## config.mk

```make
export PLATFORM = sky130hd
export DESIGN_NAME = mmms_ctrl
export DESIGN_NICKNAME = d
export VERILOG_FILES = /design/src/rtl/mmms_pkg.sv /design/src/rtl/mmms_ctrl.sv
export SDC_FILE = /design/constraint.sdc
export NUM_CORES = 1
export LEC_CHECK = 0
export ABC_AREA = 0
export ABC_CLOCK_PERIOD_IN_PS = 1300
export BUFFER_PORTS_ARGS = -buffer_cell sky130_fd_sc_hd__buf_2
export CORE_AREA = 4 4 41 43
export CTS_CLUSTER_SIZE = 14
export DETAILED_ROUTE_END_ITERATION = 6
export DIE_AREA = 0 0 45 47
export GPL_TIMING_DRIVEN = 0
export PLACE_DENSITY_LB_ADDON = 0.05
export REMOVE_ABC_BUFFERS = 1
export SYNTH_ARGS = -nofsm -noshare
export SYNTH_HDL_FRONTEND = slang
export SYNTH_SLANG_ARGS = --single-unit
```

## constraint.sdc

```tcl
create_clock -name i_clk -period 1.3 [get_ports i_clk]
set_clock_uncertainty 0.05 [all_clocks]
set_input_delay 0.065 -clock i_clk [delete_from_list [all_inputs] [get_ports i_clk]]
set_output_delay 0.065 -clock i_clk [all_outputs]
set_load 0.01 [all_outputs]
```

## src/rtl/mmms_pkg.sv

```systemverilog
// Package for the sample summary block: controller state and command/status structs.
// No dependencies.
`timescale 1ns / 1ps
package mmms_pkg;

    typedef enum logic [3:0] {
        ST_LOAD,
        ST_MEAN,
        ST_RD0,
        ST_SQ,
        ST_VAR,
        ST_SQRT,
        ST_OUT
    } t_state;

    typedef struct packed {
        logic load;
        logic mean_start;
        logic pass_start;
        logic pass_step;
        logic var_start;
        logic sqrt_start;
        logic emit;
        logic clear;
    } t_cmd;

    typedef struct packed {
        logic mean_done;
        logic pass_done;
        logic var_done;
        logic sqrt_done;
    } t_status;

endpackage

```

## src/rtl/mmms_ctrl.sv

```systemverilog
// Controller state machine for the sample summary block.
// Depends on mmms_pkg.
`timescale 1ns / 1ps
module mmms_ctrl (
    input  logic             i_clk,
    input  logic             i_rst_n,
    input  logic             i_in_valid,
    input  logic             i_in_last,
    input  logic             i_out_ready,
    input  mmms_pkg::t_status i_status,
    output mmms_pkg::t_cmd   o_cmd,
    output logic             o_in_ready,
    output logic             o_out_valid
);
    mmms_pkg::t_state r_state, n_state;

    always_ff @(posedge i_clk) begin
        if (!i_rst_n) r_state <= mmms_pkg::ST_LOAD;
        else r_state <= n_state;
    end

    always_comb begin
        n_state = r_state;
        case (r_state)
            mmms_pkg::ST_LOAD: if (i_in_valid && i_in_last) n_state = mmms_pkg::ST_MEAN;
            mmms_pkg::ST_MEAN: if (i_status.mean_done) n_state = mmms_pkg::ST_RD0;
            mmms_pkg::ST_RD0:  n_state = mmms_pkg::ST_SQ;
            mmms_pkg::ST_SQ:   if (i_status.pass_done) n_state = mmms_pkg::ST_VAR;
            mmms_pkg::ST_VAR:  if (i_status.var_done) n_state = mmms_pkg::ST_SQRT;
            mmms_pkg::ST_SQRT: if (i_status.sqrt_done) n_state = mmms_pkg::ST_OUT;
            mmms_pkg::ST_OUT:  if (i_out_ready) n_state = mmms_pkg::ST_LOAD;
            default:           n_state = mmms_pkg::ST_LOAD;
        endcase
    end

    always_comb begin
        o_cmd = '0;
        o_in_ready = 1'b0;
        o_out_valid = 1'b0;
        case (r_state)
            mmms_pkg::ST_LOAD: begin
                o_in_ready = 1'b1;
                o_cmd.load = i_in_valid;
                o_cmd.mean_start = i_in_valid && i_in_last;
            end
            mmms_pkg::ST_MEAN: o_cmd.pass_start = i_status.mean_done;
            mmms_pkg::ST_RD0:  o_cmd.pass_step = 1'b1;
            mmms_pkg::ST_SQ: begin
                o_cmd.pass_step = 1'b1;
                o_cmd.var_start = i_status.pass_done;
            end
            mmms_pkg::ST_VAR:  o_cmd.sqrt_start = i_status.var_done;
            mmms_pkg::ST_SQRT: ;
            mmms_pkg::ST_OUT: begin
                o_out_valid = 1'b1;
                o_cmd.emit = 1'b1;
                o_cmd.clear = i_out_ready;
            end
            default: ;
        endcase
    end
endmodule

```

==> flow_summary.yaml, run 1 <==
final_layout:
  area_delta_synth_final_pct: 49.78
  fin_cells: 71
  top_regs: "r_state (3)"
  fin_nets: 66
  regMostFlops: "r_state"
  largest_reg_flops: 3
  stdcell_area_sq_um: 421.7
  fillCellCount: 151
  diodes: 0
  drive_gt1_share_pct: 55.36
setup_path:
  r2r_cells: 4
  ff2ff_setup_slack_ns: 0.15
  rr_endpoint: "r_state[0]"
  critPathLaunchType: "register"
  crit_type: "reg -> out"
  cp_max_fo: 11
  setup.worst_path.end_class: "primary output"
  worstPathArrival_ns: 1.13
  cp-startpoint: "r_state[2]"
  endpoint: "o_cmd[2]"
  cp.required_ns: 1.19
  r2r_start: "r_state[1]"
job:
  maxCapViolations: 0
hold_path:
  hp-class: "in -> reg"
route:
  wl_per_cell_um: 11.39
  vias: 335
  ant_nets: 0
  firstDrtPassIters: 4
  drc_errors: 0
  drt_iter0_drc: 9
  viasPerCell: 4.718
  drt_wl_total_um: 809
synth:
  netlist_area_sq_um: 281.5
  yosysWarnings: 0
  netlist-cell-type-count: 21
  avgSynthCellArea_sq_um: 7.820
  ys.flop_type: "dfxtp_1"
  ys_seq_elements: 3
  seq_area_frac_synth_pct: 21.33
  synth_edf_count: 0
  synthArstFlopShare_pct: 0
  syn_inst: 36
status:
  outcome: "complete, no violations"
placement:
  port_buffers: 18
  dpl-instance-area_sq_um: 360.3
  place_congestion: 0.7782
  numPlacedInstances: 65
clocking:
  clk_pin_slew_ns: 0.04
  cts.path.max_buffers: 2
  cts_tree: "built"
  htreeDepth: 1
  cts.sinks: 3
  insertion_delay_ns: 0.23
  hold_buffers: 0
  cts_root_buffer: "clkbuf_4"
  cts_buffers: 3
global_routing:
  grt_pass1_wl_um: 1242
  grt_pass1_vias: 299
  antenna_found_initial: 0
  grt_overflow: 0
  grt_max_degree: 14
  track_usage_pct: 7.729
timing:
  hold_viol: 0
  post-route-period-util_pct: 95.57
  rsz0062_at_grt: "yes"
  worstMarginPinSlew_ns: 0.3015
  slew_violations: 0
  clock.fmax_mhz: 804.9
  setup_violations: 0
  final.min_clock_period_ns: 1.242
  relSlewSlack_pct: 79.86
die:
  rows: 13
  die_area_sq_mm: 0.002115
  initial_core_util_pct: 21.63
  die_y_um: 47
  core_sq_mm: 0.001301
  fp.dieW_um: 45
  ios: 19
power_and_ir_drop:
  p_leak_nw: 0.2049
  p_per_area_mw_per_mm2: 851.7
  ir_worst_vdd_v: 0.0004508
logic make-up (layout without fill, tap and decap cells):
logic type             Yosys count  in the layout  synth area share (%)
flip-flops                       3              3                 21.33
multiplexers                     2              2                 7.555
AO/OA/AOI/OAI                    9              9                 22.67
buffers and inverters            6             26                 13.33
AND/OR/NAND/NOR                 16             16                 35.11
final cells by class:
type	instances	area, sq um	share of cell area [%]
clock buffers	4	26.28	6.231
inverters	2	7.507	1.780
multi-input cells	27	192.7	45.70
flip-flops and latches	3	71.32	16.91
well taps	15	18.77	4.451
repair buffers	20	105.1	24.93
worst min-delay path by stage:
stage	from	to	slack [ns]	depth (start not counted)
after floorplan	i_rst_n	r_state[2]	0.15	2
after global placement	i_rst_n	r_state[2]	0.29	3
after detailed placement	i_rst_n	r_state[2]	0.29	3
after CTS	i_rst_n	r_state[2]	0.03	3
after global routing	i_rst_n	r_state[2]	0.05	3
final	i_rst_n	r_state[2]	0.05	3
routing by layer:
metal / vias to the layer above / part of all wire (%) / track usage [%]
li1: 172 / - / -
met1: 152 / 46 / 9.729
met2: 11 / 45 / 12.71
met3: 0 / 8.3 / 2.682
met4: 0 / 0 / 1.754
met5: - / 0 / 0
worst max-delay path, cell delays in order (launching register included):
cell and delay (ns):
dfxtp_4 0.41, inv_1 0.09, nor4b_2 0.24, buf_2 0.17
placed cells by master, fill, tap and decap left out:
cell,instances
a211o_1,1
a2111oi_2,1
nor4b_2,1
and3_1,2
mux2_2,1
buf_2,18
a21oi_1,3
nor2b_1,1
nor2_1,3
nand2_1,2
dfxtp_4,3
o22ai_1,1
o21ai_0,2
mux2i_1,1
clkbuf_4,3
nor2b_2,1
buf_4,2
nor4bb_1,1
clkbuf_1,1
and2_1,2
nor3_2,1
nor3_1,1
a32oi_1,1
inv_1,2
nand4b_1,1
stage by stage:
stage / setup slack [ns] / util (%) / power [mW] / hold WS, ns / setup TNS, ns
after global placement: 0.03117 / 27.69 / 0.1961 / 0.2913 / 0
after floorplan: 0.01153 / - / 0.1573 / 0.1501 / 0
after CTS: 0.0007503 / 30.58 / 0.3608 / 0.03379 / 0
final: 0.05754 / 32.40 / 0.3591 / 0.04839 / 0
after detailed placement: 0.03179 / 27.69 / 0.1977 / 0.2865 / 0
after global routing: -0.01333 / 32.40 / 0.3883 / 0.05379 / -0.01333
report_power, final:
part	switching (mW)	total, mW	internal (mW)
Clock	0.0425	0.157	0.115
Sequential	0.0185	0.115	0.0968
Combinational	0.0393	0.0868	0.0475
what timing repair did:
item                                    in CTS  in global routing
cloned                                       0                  0
resized for setup                            6                  2
setup buffers                                0                  2
endpoints found under the setup margin       7                  4
synth_stat cells, drive strengths merged, types with 2 or more instances:
cell	instances	share of area [%]
and2	2	4.4
and3	2	4.4
nor2	3	4.0
nor3	2	5.3
dfxtp	3	21
inv	2	2.7
a21oi	3	5.3
o21ai	2	3.6
nand2	2	2.7
nor2b	2	4.4
buf	4	11
No activity file was read; power rests on OpenSTA's default activity.
==> run 2: changes to the inputs <==
--- a/config.mk
+++ b/config.mk
@@ -8,12 +8,13 @@
 export ABC_AREA = 0
 export ABC_CLOCK_PERIOD_IN_PS = 1300
 export BUFFER_PORTS_ARGS = -buffer_cell sky130_fd_sc_hd__buf_2
+export CAP_MARGIN = 20
 export CORE_AREA = 4 4 41 43
 export CTS_CLUSTER_SIZE = 14
 export DETAILED_ROUTE_END_ITERATION = 6
 export DIE_AREA = 0 0 45 47
 export GPL_TIMING_DRIVEN = 0
-export PLACE_DENSITY_LB_ADDON = 0.05
+export PLACE_DENSITY = 0.49
 export REMOVE_ABC_BUFFERS = 1
 export SYNTH_ARGS = -nofsm -noshare
 export SYNTH_HDL_FRONTEND = slang
==> run 2 against run 1 <==
Clock power barely moved. Sequential share of layout area decreased by 0.95 points. Flip-flop and latch count did not move. Power increased by 1.5%. Critical path type unchanged. Critical endpoint is now o_cmd[3].
==> flow_summary.yaml, run 2 (synthesized netlist as in run 1, its figures left out) <==
status:
  outcome: "complete, no violations"
setup_path:
  cp.required_ns: 1.19
  critPathLaunchType: "register"
  setup.worst_path.end_class: "primary output"
  worstPathArrival_ns: 1.10
  cp_max_fo: 11
  crit_type: "reg -> out"
die:
  die_area_sq_mm: 0.002115
  ios: 19
  die_y_um: 47
  initial_core_util_pct: 21.63
  rows: 13
  core_sq_mm: 0.001301
  fp.dieW_um: 45
final_layout:
  layout_commonest_cell: "buf_2"
  largest_reg_flops: 3
  final_util_pct: 34.33
  fin_nets: 69
  fillCellCount: 154
  area_delta_synth_final_pct: 58.67
  register_area_sq_um: 71.32
  diodes: 0
  top_regs: "r_state (3)"
  regMostFlops: "r_state"
  stdcell_area_sq_um: 446.7
  final_cell_mix: "buf_2, buf_4, a21oi_1, clkbuf_4, dfxtp_4"
  drive_gt1_share_pct: 61.02
  fin_cells: 74
  multiInputGateArea_sq_um: 195.2
timing:
  rsz0062_at_grt: "yes"
  final.min_clock_period_ns: 1.218
  tns_ns: 0
  hold_viol: 0
  relSlewSlack_pct: 82.17
  slew_violations: 0
  worstMarginPinSlew_ns: 0.2670
  post-route-period-util_pct: 93.70
  setup_violations: 0
  clock.fmax_mhz: 821.0
global_routing:
  grt_max_degree: 14
  track_usage_pct: 8.063
  grt_pass1_wl_um: 1228
  antenna_found_initial: 0
  grt_pass1_vias: 312
  grt_overflow: 0
placement:
  place_congestion: 0.6590
  numPlacedInstances: 65
  dpl-instance-area_sq_um: 360.3
  dpl.hpwl_um: 545.4
  port_buffers: 18
power_and_ir_drop:
  pwr-share-seq_pct: 31.3
  p_leak_nw: 0.2210
  ir_worst_vdd_v: 0.0003406
  swShare_pct: 28.05
  p_int_uw: 262.3
  p_comb_share_pct: 24.9
  p_per_area_mw_per_mm2: 816.2
  p_sw_uw: 102.3
  clockPowerShare_pct: 43.8
clocking:
  clk_pin_slew_ns: 0.03
  cts.path.max_buffers: 2
  htreeDepth: 1
  cts_tree: "built"
  hold_buffers: 0
  cts_root_buffer: "clkbuf_4"
  insertion_delay_ns: 0.23
  cts.sinks: 3
  cts_buffers: 3
job:
  maxCapViolations: 0
hold_path:
  hp-class: "in -> reg"
route:
  drt_wl_total_um: 770
  viasPerCell: 4.378
  drc_errors: 0
  drt_iter0_drc: 3
  firstDrtPassIters: 2
  wl_per_cell_um: 10.41
  vias: 324
  ant_nets: 0
run 2: cell count changes in the layout (fill, tap and decap cells not counted):
| cell | before | now |
|---|---|---|
| buf_4 | 2 | 5 |
| inv_1 | 2 | 1 |
| inv_2 | 0 | 1 |
| nor2_1 | 3 | 2 |
| nor2_2 | 0 | 1 |
run 2: path summary, 6_finish.rpt:
check,start,end,slack [ns],depth (start not counted)
worst max register to register,r_state[2],r_state[1],0.10,4
worst max-delay path,r_state[0],o_cmd[3],0.08,3
worst min register to register,r_state[2],r_state[2],0.52,2
worst min-delay path,i_rst_n,r_state[2],0.05,3
run 2: per-layer routing:
layer,vias to the layer above,global-route usage [%],part of all wire [%]
li1,179,-,-
met1,139,9.339,45
met2,6,12.43,49
met3,0,3.065,6.1
met4,0,5.263,0
met5,-,0,0
run 2: layout make-up:
| cell class | count | area share [%] |
|---|---|---|
| Clock buffer | 4 | 5.882 |
| Inverter | 2 | 1.681 |
| Multi-Input combinational cell | 27 | 43.70 |
| Sequential cell | 3 | 15.97 |
| Tap cell | 15 | 4.202 |
| Timing Repair Buffer | 23 | 28.57 |
run 2: worst max-delay path, cell delays in order, from the launching register on:
cell and delay (ns):
dfxtp_4 0.41, nor2b_2 0.19, and3_1 0.16, buf_2 0.12
run 2: what timing repair did:
action / in CTS / in global routing
setup buffers: 0 / 5
pin swaps: 0 / 1
resized for setup: 7 / 3
endpoints found under the hold margin: 0 / 0
endpoints found under the setup margin: 7 / 5
run 2: power by group through the flow:
stage                     clock [mW]  sequential (mW)  combinational [mW]
after floorplan                    0            0.113              0.0442
after detailed placement           0            0.117              0.0785
after CTS                      0.171            0.115              0.0799
final                          0.160            0.114              0.0909
after global placement             0            0.118              0.0785
after global routing           0.180            0.116               0.103
run 2: per-stage QoR:
| step | power (mW) | hold slack (ns) | setup slack (ns) |
|---|---|---|---|
| finish | 0.3646 | 0.04532 | 0.08195 |
| global route | 0.3988 | 0.04883 | -0.03186 |
| CTS | 0.3668 | 0.03654 | 0.01371 |
| detailed placement | 0.1958 | 0.2900 | 0.02676 |
| global placement | 0.1963 | 0.2868 | 0.02170 |
| floorplan | 0.1573 | 0.1501 | 0.01153 |
